[src/hw/rtl/hturn_pkg.sv]
// Package for the heading turn PID unit: action, command and register index codes,
// angle and limit constants, and register reset values.
// No dependencies.
package hturn_pkg;

  localparam logic [1:0] ACT_START  = 2'd0;
  localparam logic [1:0] ACT_SAMPLE = 2'd1;
  localparam logic [1:0] ACT_CANCEL = 2'd2;

  localparam logic [1:0] CMD_NONE  = 2'd0;
  localparam logic [1:0] CMD_DRIVE = 2'd1;
  localparam logic [1:0] CMD_STOP  = 2'd2;

  localparam logic [2:0] REG_GAIN_P    = 3'd0;
  localparam logic [2:0] REG_GAIN_I    = 3'd1;
  localparam logic [2:0] REG_GAIN_D    = 3'd2;
  localparam logic [2:0] REG_SPEED_MAX = 3'd3;
  localparam logic [2:0] REG_SPEED_MIN = 3'd4;
  localparam logic [2:0] REG_TOLERANCE = 3'd5;

  localparam logic [15:0] GAIN_P_RST    = 16'd461;
  localparam logic [15:0] GAIN_I_RST    = 16'd0;
  localparam logic [15:0] GAIN_D_RST    = 16'd26;
  localparam logic [7:0]  SPEED_MAX_RST = 8'd100;
  localparam logic [7:0]  SPEED_MIN_RST = 8'd30;
  localparam logic [14:0] TOLERANCE_RST = 15'd200;

  // Angles in centidegrees.
  localparam logic signed [17:0] FULL_TURN = 18'sd36000;
  localparam logic signed [17:0] HALF_TURN = 18'sd18000;

  // Integral limit in centidegree*ms (100 deg*s).
  localparam logic signed [25:0] INTEG_LIMIT = 26'sd10000000;

  // Scale factors of the PID sum; the speed unit 25600000*dt is split as 1024 * 25000*dt.
  localparam logic signed [21:0] P_SCALE    = 22'sd1000;
  localparam logic signed [21:0] D_SCALE    = 22'sd1000000;
  localparam logic signed [43:0] UNIT_SCALE = 44'sd25000;
  localparam int unsigned        UNIT_SHIFT = 10;

  localparam logic [6:0] DT_MAX = 7'd100;

endpackage

[src/hw/rtl/heading_turn_pid_unit.sv]
// Heading turn PID unit: top level with the sequencer, shared multiplier and serial divider.
// Depends on hturn_pkg for codes and constants.
//
//  Channel | Ports                                             | Direction
//  --------+---------------------------------------------------+----------
//  in      | in_valid, in_ready, in_action, in_heading,        | input word
//          | in_turn_angle, in_elapsed_ms                      |
//  out     | out_valid, out_ready, out_command, out_left_speed,| result word
//          | out_right_speed, out_heading_error, out_running,  |
//          | out_done_res                                      |
//  cfg     | cfg_we, cfg_index, cfg_wdata                      | register write
//
// One word is worked at a time. Cancel, idle samples and unused codes go straight to the
// output step, a start takes up to three target wrap steps, an arriving sample its wrap and
// tolerance steps, and a driven sample up to two wrap steps, the multiply and add steps around
// the shared 44x22 multiplier, and up to nine restoring divider steps for the speed quotient.
// in_ready is high only while the sequencer is idle. A finished word waits in the output
// register, and the next input word is taken meanwhile; that word holds in its last step
// until the output register is free. Reset is synchronous and clears the turn state and
// restores the register defaults.
module heading_turn_pid_unit (
  input  logic               clk,
  input  logic               rst_n,
  input  logic               in_valid,
  output logic               in_ready,
  input  logic [1:0]         in_action,
  input  logic [15:0]        in_heading,
  input  logic signed [16:0] in_turn_angle,
  input  logic [15:0]        in_elapsed_ms,
  output logic               out_valid,
  input  logic               out_ready,
  output logic [1:0]         out_command,
  output logic signed [8:0]  out_left_speed,
  output logic signed [8:0]  out_right_speed,
  output logic signed [15:0] out_heading_error,
  output logic               out_running,
  output logic               out_done_res,
  input  logic               cfg_we,
  input  logic [2:0]         cfg_index,
  input  logic [15:0]        cfg_wdata
);

  localparam logic [3:0] S_IDLE  = 4'd0;
  localparam logic [3:0] S_WRAP  = 4'd1;
  localparam logic [3:0] S_TOL   = 4'd2;
  localparam logic [3:0] S_ERRDT = 4'd3;
  localparam logic [3:0] S_GP    = 4'd4;
  localparam logic [3:0] S_GP1K  = 4'd5;
  localparam logic [3:0] S_GI    = 4'd6;
  localparam logic [3:0] S_SUM   = 4'd7;
  localparam logic [3:0] S_SDT   = 4'd8;
  localparam logic [3:0] S_GD    = 4'd9;
  localparam logic [3:0] S_GD1M  = 4'd10;
  localparam logic [3:0] S_FIN   = 4'd11;
  localparam logic [3:0] S_ABS   = 4'd12;
  localparam logic [3:0] S_DIV   = 4'd13;
  localparam logic [3:0] S_OUT   = 4'd14;

  localparam logic [2:0] K_NOP    = 3'd0;
  localparam logic [2:0] K_START  = 3'd1;
  localparam logic [2:0] K_CANCEL = 3'd2;
  localparam logic [2:0] K_ARRIVE = 3'd3;
  localparam logic [2:0] K_DRIVE  = 3'd4;

  localparam logic [3:0] K_TOP = 4'd8;

  // Configuration registers.
  logic [15:0] gain_p_r, gain_i_r, gain_d_r;
  logic [7:0]  speed_max_r, speed_min_r;
  logic [14:0] tolerance_r;

  // Turn state.
  logic [15:0]        target_r, target_nxt;
  logic signed [15:0] prev_r, prev_nxt;
  logic signed [24:0] integ_r, integ_nxt;
  logic               running_r, running_nxt;
  logic               done_r, done_nxt;

  // Sequencer and datapath.
  logic [3:0]         state_r, state_nxt;
  logic [2:0]         kind_r, kind_nxt;
  logic               start_r, start_nxt;
  logic [6:0]         dt_r, dt_nxt;
  logic signed [17:0] w_r, w_nxt;
  logic signed [53:0] s_r, s_nxt;
  logic signed [53:0] prod_r;
  logic [42:0]        rem_r, rem_nxt;
  logic [21:0]        d_r, d_nxt;
  logic [3:0]         k_r, k_nxt;
  logic [7:0]         q_r, q_nxt;
  logic               ovf_r, ovf_nxt;
  logic               nz_r, nz_nxt;

  // Output register.
  logic               out_valid_r, out_valid_nxt;
  logic [1:0]         o_cmd_r, o_cmd_nxt;
  logic signed [8:0]  o_left_r, o_left_nxt;
  logic signed [8:0]  o_right_r, o_right_nxt;
  logic signed [15:0] o_err_r, o_err_nxt;
  logic               o_run_r, o_run_nxt;
  logic               o_done_r, o_done_nxt;

  // Shared multiplier.
  logic               mul_en;
  logic signed [43:0] mul_a;
  logic signed [21:0] mul_b;
  logic signed [65:0] mul_p;

  logic               in_fire;
  logic signed [15:0] err;
  logic [17:0]        aerr;
  logic signed [16:0] de;
  logic signed [25:0] isum;
  logic signed [24:0] iclamp;
  logic [53:0]        s_abs;
  logic [42:0]        dsh;
  logic [7:0]         min_eff;
  logic [7:0]         speed;
  logic signed [8:0]  speed_s;

  assign in_fire = in_valid && in_ready;
  assign err     = w_r[15:0];
  assign aerr    = w_r[17] ? 18'(-w_r) : w_r;
  assign de      = 17'(err) - 17'(prev_r);
  assign isum    = 26'(integ_r) + $signed(prod_r[25:0]);
  assign s_abs   = s_r[53] ? 54'(-s_r) : s_r;
  assign dsh     = {21'd0, d_r} << k_r;
  assign min_eff = (speed_min_r < speed_max_r) ? speed_min_r : speed_max_r;
  assign mul_p   = mul_a * mul_b;

  always_comb begin
    if (isum > hturn_pkg::INTEG_LIMIT) begin
      iclamp = hturn_pkg::INTEG_LIMIT[24:0];
    end else if (isum < -hturn_pkg::INTEG_LIMIT) begin
      iclamp = 25'(-hturn_pkg::INTEG_LIMIT);
    end else begin
      iclamp = isum[24:0];
    end
  end

  // Speed saturation from the quotient: overflow or at least the maximum gives the maximum,
  // any nonzero sum below the minimum is raised to it.
  always_comb begin
    if (ovf_r || q_r >= speed_max_r) begin
      speed = speed_max_r;
    end else if (nz_r && q_r < min_eff) begin
      speed = min_eff;
    end else begin
      speed = q_r;
    end
    speed_s = $signed({1'b0, speed});
  end

  always_comb begin
    mul_en = 1'b1;
    mul_a  = '0;
    mul_b  = '0;
    case (state_r)
      S_ERRDT: begin
        mul_a = 44'(err);
        mul_b = $signed({15'd0, dt_r});
      end
      S_GP: begin
        mul_a = 44'(err);
        mul_b = $signed({6'd0, gain_p_r});
      end
      S_GP1K: begin
        mul_a = $signed(prod_r[43:0]);
        mul_b = hturn_pkg::P_SCALE;
      end
      S_GI: begin
        mul_a = 44'(integ_r);
        mul_b = $signed({6'd0, gain_i_r});
      end
      S_SDT: begin
        mul_a = $signed(s_r[43:0]);
        mul_b = $signed({15'd0, dt_r});
      end
      S_GD: begin
        mul_a = 44'(de);
        mul_b = $signed({6'd0, gain_d_r});
      end
      S_GD1M: begin
        mul_a = $signed(prod_r[43:0]);
        mul_b = hturn_pkg::D_SCALE;
      end
      S_FIN: begin
        mul_a = hturn_pkg::UNIT_SCALE;
        mul_b = $signed({15'd0, dt_r});
      end
      default: begin
        mul_en = 1'b0;
      end
    endcase
  end

  always_comb begin
    state_nxt     = state_r;
    kind_nxt      = kind_r;
    start_nxt     = start_r;
    dt_nxt        = dt_r;
    w_nxt         = w_r;
    s_nxt         = s_r;
    rem_nxt       = rem_r;
    d_nxt         = d_r;
    k_nxt         = k_r;
    q_nxt         = q_r;
    ovf_nxt       = ovf_r;
    nz_nxt        = nz_r;
    target_nxt    = target_r;
    prev_nxt      = prev_r;
    integ_nxt     = integ_r;
    running_nxt   = running_r;
    done_nxt      = done_r;
    out_valid_nxt = out_valid_r && !out_ready;
    o_cmd_nxt     = o_cmd_r;
    o_left_nxt    = o_left_r;
    o_right_nxt   = o_right_r;
    o_err_nxt     = o_err_r;
    o_run_nxt     = o_run_r;
    o_done_nxt    = o_done_r;

    case (state_r)
      S_IDLE: begin
        if (in_fire) begin
          if (in_elapsed_ms == 16'd0) begin
            dt_nxt = 7'd1;
          end else if (in_elapsed_ms > 16'(hturn_pkg::DT_MAX)) begin
            dt_nxt = hturn_pkg::DT_MAX;
          end else begin
            dt_nxt = in_elapsed_ms[6:0];
          end
          if (in_action == hturn_pkg::ACT_START) begin
            w_nxt     = 18'($signed({1'b0, in_heading})) + 18'(in_turn_angle);
            start_nxt = 1'b1;
            state_nxt = S_WRAP;
          end else if (in_action == hturn_pkg::ACT_SAMPLE && running_r) begin
            w_nxt     = $signed({2'd0, target_r}) - $signed({2'd0, in_heading});
            start_nxt = 1'b0;
            state_nxt = S_WRAP;
          end else if (in_action == hturn_pkg::ACT_CANCEL) begin
            kind_nxt  = K_CANCEL;
            state_nxt = S_OUT;
          end else begin
            kind_nxt  = K_NOP;
            state_nxt = S_OUT;
          end
        end
      end
      S_WRAP: begin
        // The target wraps into 0..35999, the error into -18000..18000, one turn a cycle.
        if (start_r) begin
          if (w_r >= hturn_pkg::FULL_TURN) begin
            w_nxt = w_r - hturn_pkg::FULL_TURN;
          end else if (w_r < 0) begin
            w_nxt = w_r + hturn_pkg::FULL_TURN;
          end else begin
            kind_nxt  = K_START;
            state_nxt = S_OUT;
          end
        end else begin
          if (w_r > hturn_pkg::HALF_TURN) begin
            w_nxt = w_r - hturn_pkg::FULL_TURN;
          end else if (w_r < -hturn_pkg::HALF_TURN) begin
            w_nxt = w_r + hturn_pkg::FULL_TURN;
          end else begin
            state_nxt = S_TOL;
          end
        end
      end
      S_TOL: begin
        if (aerr <= {3'd0, tolerance_r}) begin
          kind_nxt  = K_ARRIVE;
          state_nxt = S_OUT;
        end else begin
          state_nxt = S_ERRDT;
        end
      end
      S_ERRDT: begin
        state_nxt = S_GP;
      end
      S_GP: begin
        integ_nxt = iclamp;
        state_nxt = S_GP1K;
      end
      S_GP1K: begin
        state_nxt = S_GI;
      end
      S_GI: begin
        s_nxt     = prod_r;
        state_nxt = S_SUM;
      end
      S_SUM: begin
        s_nxt     = s_r + prod_r;
        state_nxt = S_SDT;
      end
      S_SDT: begin
        state_nxt = S_GD;
      end
      S_GD: begin
        s_nxt     = prod_r;
        prev_nxt  = err;
        state_nxt = S_GD1M;
      end
      S_GD1M: begin
        state_nxt = S_FIN;
      end
      S_FIN: begin
        s_nxt     = s_r + prod_r;
        state_nxt = S_ABS;
      end
      S_ABS: begin
        // Dividing by 1024 first leaves the divisor 25000*dt with the same floor quotient.
        rem_nxt   = s_abs[52:hturn_pkg::UNIT_SHIFT];
        nz_nxt    = (s_r != '0);
        d_nxt     = prod_r[21:0];
        k_nxt     = K_TOP;
        q_nxt     = '0;
        ovf_nxt   = 1'b0;
        state_nxt = S_DIV;
      end
      S_DIV: begin
        // The top step only flags a quotient of 256 or more, which saturates anyway.
        if (rem_r >= dsh) begin
          if (k_r == K_TOP) begin
            ovf_nxt = 1'b1;
          end else begin
            rem_nxt = rem_r - dsh;
            q_nxt   = q_r | (8'd1 << k_r[2:0]);
          end
        end
        if (k_r == 4'd0 || (k_r == K_TOP && rem_r >= dsh)) begin
          kind_nxt  = K_DRIVE;
          state_nxt = S_OUT;
        end else begin
          k_nxt = k_r - 4'd1;
        end
      end
      S_OUT: begin
        if (!out_valid_r || out_ready) begin
          o_cmd_nxt   = hturn_pkg::CMD_NONE;
          o_left_nxt  = '0;
          o_right_nxt = '0;
          o_err_nxt   = '0;
          case (kind_r)
            K_START: begin
              if (running_r) begin
                o_cmd_nxt = hturn_pkg::CMD_STOP;
              end
              target_nxt  = w_r[15:0];
              prev_nxt    = '0;
              integ_nxt   = '0;
              running_nxt = 1'b1;
              done_nxt    = 1'b0;
            end
            K_CANCEL: begin
              if (running_r) begin
                o_cmd_nxt   = hturn_pkg::CMD_STOP;
                prev_nxt    = '0;
                integ_nxt   = '0;
                running_nxt = 1'b0;
                done_nxt    = 1'b0;
              end
            end
            K_ARRIVE: begin
              o_cmd_nxt   = hturn_pkg::CMD_STOP;
              o_err_nxt   = err;
              prev_nxt    = '0;
              integ_nxt   = '0;
              running_nxt = 1'b0;
              done_nxt    = 1'b1;
            end
            K_DRIVE: begin
              o_cmd_nxt = hturn_pkg::CMD_DRIVE;
              o_err_nxt = err;
              if (err > 0) begin
                o_left_nxt  = -speed_s;
                o_right_nxt = speed_s;
              end else begin
                o_left_nxt  = speed_s;
                o_right_nxt = -speed_s;
              end
            end
            default: begin
            end
          endcase
          o_run_nxt     = running_nxt;
          o_done_nxt    = done_nxt;
          out_valid_nxt = 1'b1;
          state_nxt     = S_IDLE;
        end
      end
      default: begin
        state_nxt = S_IDLE;
      end
    endcase
  end

  always_ff @(posedge clk) begin
    if (!rst_n) begin
      state_r     <= S_IDLE;
      out_valid_r <= 1'b0;
      target_r    <= '0;
      prev_r      <= '0;
      integ_r     <= '0;
      running_r   <= 1'b0;
      done_r      <= 1'b0;
      gain_p_r    <= hturn_pkg::GAIN_P_RST;
      gain_i_r    <= hturn_pkg::GAIN_I_RST;
      gain_d_r    <= hturn_pkg::GAIN_D_RST;
      speed_max_r <= hturn_pkg::SPEED_MAX_RST;
      speed_min_r <= hturn_pkg::SPEED_MIN_RST;
      tolerance_r <= hturn_pkg::TOLERANCE_RST;
    end else begin
      state_r     <= state_nxt;
      out_valid_r <= out_valid_nxt;
      target_r    <= target_nxt;
      prev_r      <= prev_nxt;
      integ_r     <= integ_nxt;
      running_r   <= running_nxt;
      done_r      <= done_nxt;
      if (cfg_we) begin
        case (cfg_index)
          hturn_pkg::REG_GAIN_P:    gain_p_r    <= cfg_wdata;
          hturn_pkg::REG_GAIN_I:    gain_i_r    <= cfg_wdata;
          hturn_pkg::REG_GAIN_D:    gain_d_r    <= cfg_wdata;
          hturn_pkg::REG_SPEED_MAX: speed_max_r <= cfg_wdata[7:0];
          hturn_pkg::REG_SPEED_MIN: speed_min_r <= cfg_wdata[7:0];
          hturn_pkg::REG_TOLERANCE: tolerance_r <= cfg_wdata[14:0];
          default: begin
          end
        endcase
      end
    end
  end

  always_ff @(posedge clk) begin
    kind_r    <= kind_nxt;
    start_r   <= start_nxt;
    dt_r      <= dt_nxt;
    w_r       <= w_nxt;
    s_r       <= s_nxt;
    rem_r     <= rem_nxt;
    d_r       <= d_nxt;
    k_r       <= k_nxt;
    q_r       <= q_nxt;
    ovf_r     <= ovf_nxt;
    nz_r      <= nz_nxt;
    o_cmd_r   <= o_cmd_nxt;
    o_left_r  <= o_left_nxt;
    o_right_r <= o_right_nxt;
    o_err_r   <= o_err_nxt;
    o_run_r   <= o_run_nxt;
    o_done_r  <= o_done_nxt;
    if (mul_en) begin
      prod_r <= mul_p[53:0];
    end
  end

  assign in_ready          = (state_r == S_IDLE);
  assign out_valid         = out_valid_r;
  assign out_command       = o_cmd_r;
  assign out_left_speed    = o_left_r;
  assign out_right_speed   = o_right_r;
  assign out_heading_error = o_err_r;
  assign out_running       = o_run_r;
  assign out_done_res      = o_done_r;

endmodule

[config.mk]
export PLATFORM = sky130hd
export DESIGN_NAME = heading_turn_pid_unit
export DESIGN_NICKNAME = d
export VERILOG_FILES = /design/src/hw/rtl/hturn_pkg.sv /design/src/hw/rtl/heading_turn_pid_unit.sv
export SDC_FILE = /design/constraint.sdc
export NUM_CORES = 2
export LEC_CHECK = 0
export BUFFER_PORTS_ARGS = -buffer_cell sky130_fd_sc_hd__buf_2
export CAP_MARGIN = 20
export CORE_MARGIN = 2
export CORE_UTILIZATION = 42
export CTS_BUF_LIST = sky130_fd_sc_hd__clkbuf_16
export CTS_CLUSTER_DIAMETER = 100
export CTS_CLUSTER_SIZE = 16
export DETAILED_ROUTE_END_ITERATION = 6
export PLACE_DENSITY = 0.71
export SLEW_MARGIN = 20
export SYNTH_ARGS = -nofsm -noshare
export SYNTH_HDL_FRONTEND = slang
export SYNTH_SLANG_ARGS = --single-unit
[constraint.sdc]
create_clock -name clk -period 9.05 [get_ports clk]
set_input_delay 0 -clock clk [delete_from_list [all_inputs] [get_ports clk]]
set_output_delay 0 -clock clk [all_outputs]
set_load 0.005 [all_outputs]
* Yosys cells after proc, flatten, opt, wreduce, memory -nomap -nowiden *
Cells that the tools add are included.

word-level totals
  bits in registers = 397
  latch bits = 0
  bits in writable memories = 0
  ROM bits = 0
  input bits = 75
  output and inout bits = 40
  logic and storage cells = 238
  memories kept = 0

cells by class
  add/subtract/negate cells = 12
  $mul = 1
  div/mod/pow operators = 0
  magnitude comparators = 13
  equal/unequal tests = 48
  shifts and indexed selects = 2
  mux-type cells = 72
  bitwise operators = 2
  reductions and logical operators = 54

operators with widths
  cell                count
  $pmux 44 s6         1
  $mux 18             9
  $pmux 20 s6         1
  $pmux 54 s2         1
  $mux 25             4
  $pmux 25 s2         2
  $mux 43             2
  $pmux 43 s2         1
  $pmux 16 s2         2
  $pmux 4 s15         1
  $mux 8              7
  $add 54x54->54      1
  $mul 44x21->54      1
  $reduce_bool 54->1  1
  $mux 53             1
  $neg 53->53         1
  $mux 4              12
  $ge 43x43->1        1
  $shl 22x4->43       1
  $sub 43x43->43      1
  $pmux 18 s2         1
  $sub 16x16->17      2
  $eq 4x4->1 const B  8
  $mux 16             2
  63 further kinds    140

* Depth between registers and ports, before layout *
  depth after elaboration = 8
  depth in mapped cells = 39
  gate-level depth less buffers = 38

* Worst setup path before layout *
OpenSTA, ideal clock, no wires.

  path kind = register to register
  from = register prev_r[1]
  to = register prod_r[46] (data pin)
  library setup time = 0.259 ns
  arrival time = 9.430 ns
  required time = 8.791 ns
  path slack = -0.639 ns
  cell stages (with the launch flop) = 37
  path buffers = 1
  clock period less this slack = 9.689 ns
  cell sequence = dfxtp_1 -> inv_1 -> ha_1 -> nor2b_1 -> o21ai_0 -> a21boi_0 -> o21ai_0 -> a211oi_1 -> o31a_1 -> o21a_1 -> o31ai_1 -> clkbuf_1 -> nand2_1 -> fa_1 -> inv_1 -> fa_1 -> inv_1 -> fa_1 -> inv_1 -> fa_1 -> fa_1 -> fa_1 -> inv_1 -> fa_1 -> inv_1 -> ha_1 -> a21oi_1 -> o21bai_1 -> a2111oi_0 -> o31ai_1 -> a31oi_1 -> o31ai_1 -> a221oi_1 -> o21ai_0 -> a221oi_1 -> o21ai_0 -> xnor2_1

on the way
  word-level cells in the longest chain between the ends = 3

ends and longest elaborated chain
  what                    line                          source
  start, declared         heading_turn_pid_unit.sv:74   logic signed [15:0] prev_r, prev_nxt;
  start signal, assigned  heading_turn_pid_unit.sv:418  prev_r <= prev_nxt;
  $sub 16x16->17          heading_turn_pid_unit.sv:124  assign de = 17'(err) - 17'(prev_r);
  $pmux 44 s6             heading_turn_pid_unit.sv:158  case (state_r)
  $mul 44x21->54          heading_turn_pid_unit.sv:129  assign mul_p = mul_a * mul_b;
  net mul_p[46]           heading_turn_pid_unit.sv:107  logic signed [65:0] mul_p;
  end signal, assigned    heading_turn_pid_unit.sv:456  prod_r <= mul_p[53:0];
  end, declared           heading_turn_pid_unit.sv:86   logic signed [53:0] prod_r;

The timed path passes the listed nets, and every way through them passes these cells.
A chain may end at the register's enable or synchronous reset.

* Worst setup path in the final report *
  from = register w_r[0]
  to = register prod_r[47] (data pin)

on the way
  word-level cells in the longest chain between the ends = 3

ends and longest elaborated chain
  what                    line                          source
  start, declared         heading_turn_pid_unit.sv:84   logic signed [17:0] w_r, w_nxt;
  start signal, assigned  heading_turn_pid_unit.sv:441  w_r <= w_nxt;
  $sub 16x16->17          heading_turn_pid_unit.sv:124
  $pmux 44 s6 (*)         heading_turn_pid_unit.sv:158
  $mul 44x21->54 (*)      heading_turn_pid_unit.sv:129
  net mul_p[47]           heading_turn_pid_unit.sv:107

Mark *: on every way through the listed nets, which the timed path passes. The rest lies on a longest branch.

==> results.cfg <==
[logic_synthesis]
ys_seq_area_share_pct = 19.2
yosys.area.top_type = fa_1
synth_area_leaders = fa_1 (26%), edfxtp_1 (14%), ha_1 (8.3%)
synth_top_family_by_area = adder cells
synthAdderAreaFrac_pct = 34.5
synthSimpleGateAreaFrac_pct = 16.7
ys.flop_type = edfxtp_1
synth_top_area_share_pct = 26.2
yosys_warnings = 0
synth_most_common_cell = inv_1
async_reset_ff_share_pct = 0
synth_compound_gate_area_share_pct = 14.6
synthesis.area_um2 = 54500
syn_avg_cell_area_um2 = 8.54
syn_nets = 7530
ys_types = 91
syn_inst = 6382
synth_xor_area_share_pct = 4.72
synth_seq_cells = 396
synth_edf_count = 253
muxShareOfSynthArea_pct = 1.57
synthTopCellsByCount = inv_1 (963), nand2_1 (920), fa_1 (713)

[timing]
layout_setup_ws_ns = 0.0147
worstMarginPinSlew_ns = 1.12
relSlewSlack_pct = 24.8
drv_slew = 0
skew_ns = 0.0478
hold_viol_final = 0
fmax_mhz = 111
finalCritPeriodShare_pct = 99.8
setup_violations = 0
period_minus_slack_ns = 9.04
rsz0062_at_grt = yes

[clocking]
clock_insertion_delay_worst_skew_ns = 0.66
h-tree-depth = 1
tritoncts = yes
clockBufferDepth = 3
cts_buffers = 29
clk_pin_slew_worst_paths_ns = 0.08
clockRootBuffer = clkbuf_16
cts.sinks = 396

[status]
status = finished clean

[pwr]
p_int_mw = 9.70
switchingPower_mw = 10.5
power_mw = 20.2
switching_share_pct = 52.0
worst_ir_drop_vdd_mv = 0.198
power_frac_comb_pct = 77.9
p_seq_share_pct = 15.8
pwr-share-clk_pct = 6.4
p_per_area_nw_per_um2 = 323
p_leak_nw = 28.7

[route]
vias = 47500
drc = 0
via_per_inst = 5.56
antenna_left = 0
wl_per_cell_um = 20.3
first_pass_iters = 6
drt_iter0_drc = 4417
routed_wl_um = 173000

[floorplanning]
dieArea_um2 = 133000
initial_utilization_pct = 42.2
num_rows = 132
core_um2 = 129000
die_x_um = 364
die_h_um = 364
io_pins = 115

[finish]
final_area_um2 = 62700
drive_gt1_share_pct = 13.9
nets = 7924
synthToLayoutAreaGrowth_pct = 15.0

[critical_path]
reg2reg_from = w_r[0]
max_stage_delay_ns = 0.55
path_depth = 39
worstPathArrival_ns = 9.39
path_buf_inv = 9
path_class = register to register
required_ns = 9.41
crit_family = adder cells
cpMaxStageDelayCell = fa_1
r2r_cells = 39
r2r_slack_ns = 0.01
reg2reg_to = prod_r[47]
cp_max_fo = 10
crit_top_cell = fa_1
crit_end = prod_r[47]
start_kind = register
worstSetupStartpoint = w_r[0]
cp-end-kind = register

[job]
maxCapViolations = 0

[placement]
place_area_um2 = 60000
dpl.hpwl_um = 139000
globalplace.congestion = 1.00
place.port_buffers = 114
post-place-ws_ns = -0.763

[global_route]
grt_pass1_vias = 47800
overflow = 0
grt_pass1_wl_um = 270000
antenna_found_initial = 0
grt_max_degree = 96
grt_usage_pct = 25.9

[min_path]
holdCritPathClass = input port to register
[worst reg2reg max path, delay by kind of cell (launching register included)]
family	cells	cell delay (ns)
compound gates	14	2.17
xor+xnor	2	0.32
fa+ha+maj	10	4.30
buf+inv	9	0.92
flops	1	0.37
simple gates	4	0.66
[metal layers]
metal  vias up  track usage (%)  routed length [µm]
li1      21700                -                   -
met1     23400             35.1               73200
met2      1987             41.8               78400
met3       320             4.90               15300
met4         0             8.26                6130
met5         -                0                   0
[cell type report]
cell class                      count  area (µm²)
Clock buffer                       29         726
Tap cell                         1742        2180
Inverter                          966        3630
Fill cell                       12200       66500
Clock inverter                     25         123
Antenna cell                        1        2.50
Timing Repair Buffer              670        5180
Sequential cell                   396       10500
Multi-Input combinational cell   4713       40400
[how the worst min path moves through the flow]
stage	slack [ns]	endpoint	cells after the start	from
CTS	0.003	w_r[3]	5	in_turn_angle[3]
finish	0.04	w_r[2]	4	in_turn_angle[2]
detailed placement	0.29	gain_d_r[15]	3	cfg_wdata[15]
global placement	0.28	gain_p_r[15]	3	cfg_wdata[15]
floorplan	0.12	gain_d_r[1]	2	cfg_wdata[1]
global route	0.06	w_r[3]	5	in_turn_angle[3]
[logic make-up (layout without fill, tap and decap cells)]
family          count (synthesis)  count (layout)
simple gates                 2071            2071
fa+ha+maj                    1073            1073
mux                            71              71
xor+xnor                      292             292
compound gates               1206            1206
buf+inv                      1273            1690
flops                         396             396
other cells                     0               1
[cell usage in the layout, fill, tap and decap left out, types with 26 or more instances in the layout]
master,netlist,routed
a21o_1,115,114
o31ai_1,36,32
nand2b_1,48,48
nor2_1,558,545
a22oi_1,34,34
or3_1,29,28
and2_1,60,58
buf_4,2,470
a21boi_0,102,101
o21bai_1,36,35
ha_1,360,342
a21oi_1,279,266
o21a_1,59,58
edfxtp_1,253,253
nand2_1,920,907
fa_1,713,689
nand3_1,116,111
nor3_1,107,99
dlygate4sd3_1,0,46
a31oi_1,32,26
clkbuf_16,0,29
o21ai_0,258,239
mux2i_1,46,46
nor2b_1,44,39
xor2_1,95,95
and3_1,48,43
nand4_1,27,27
inv_1,963,964
dfxtp_1,143,141
or2_2,43,43
a211oi_1,36,31
buf_2,4,114
xnor2_1,196,191
[power by group through the flow]
stage / clock (mW) / sequential [mW] / combinational (mW)
3_3_place_gp: 0 / 3.18 / 14.2
5_1_grt: 1.37 / 3.21 / 17.2
2_1_floorplan: 0 / 2.94 / 9.27
6_report: 1.29 / 3.18 / 15.7
4_1_cts: 1.32 / 3.15 / 14.8
3_5_place_dp: 0 / 3.19 / 14.5
[timing repair]
| action | in CTS | in global routing |
|---|---|---|
| hold endpoints to repair | 117 | 0 |
| pin swaps | 47 | 90 |
| setup buffers | 17 | 26 |
| resized for setup | 77 | 179 |
| endpoints found under the setup margin | 25 | 26 |
| cloned | 0 | 1 |
| hold buffers | 46 | 0 |
[flip-flops by register name, indices dropped and copies added (netlist names), 9 cells and up]
signal	count
integ_r	25
rem_r	43
w_r	18
prev_r	16
gain_d_r	16
prod_r	54
tolerance_r	15
out_heading_error	16
out_left_speed	9
gain_i_r	16
target_r	16
s_r	54
d_r	22
gain_p_r	16
[per-stage QoR]
stage	utilization (%)	setup TNS (ns)	instances	hold WS [ns]
finish	48.5	0	8542	0.0408
global placement	46.5	-7.29	8400	0.277
global route	48.5	-2.33	8541	0.0627
detailed placement	46.5	-11.03	8400	0.287
floorplan	-	-0.254	6382	0.124
CTS	47.8	-0.00568	8517	0.00331
Note: power is estimated with default switching activity, not from simulation.
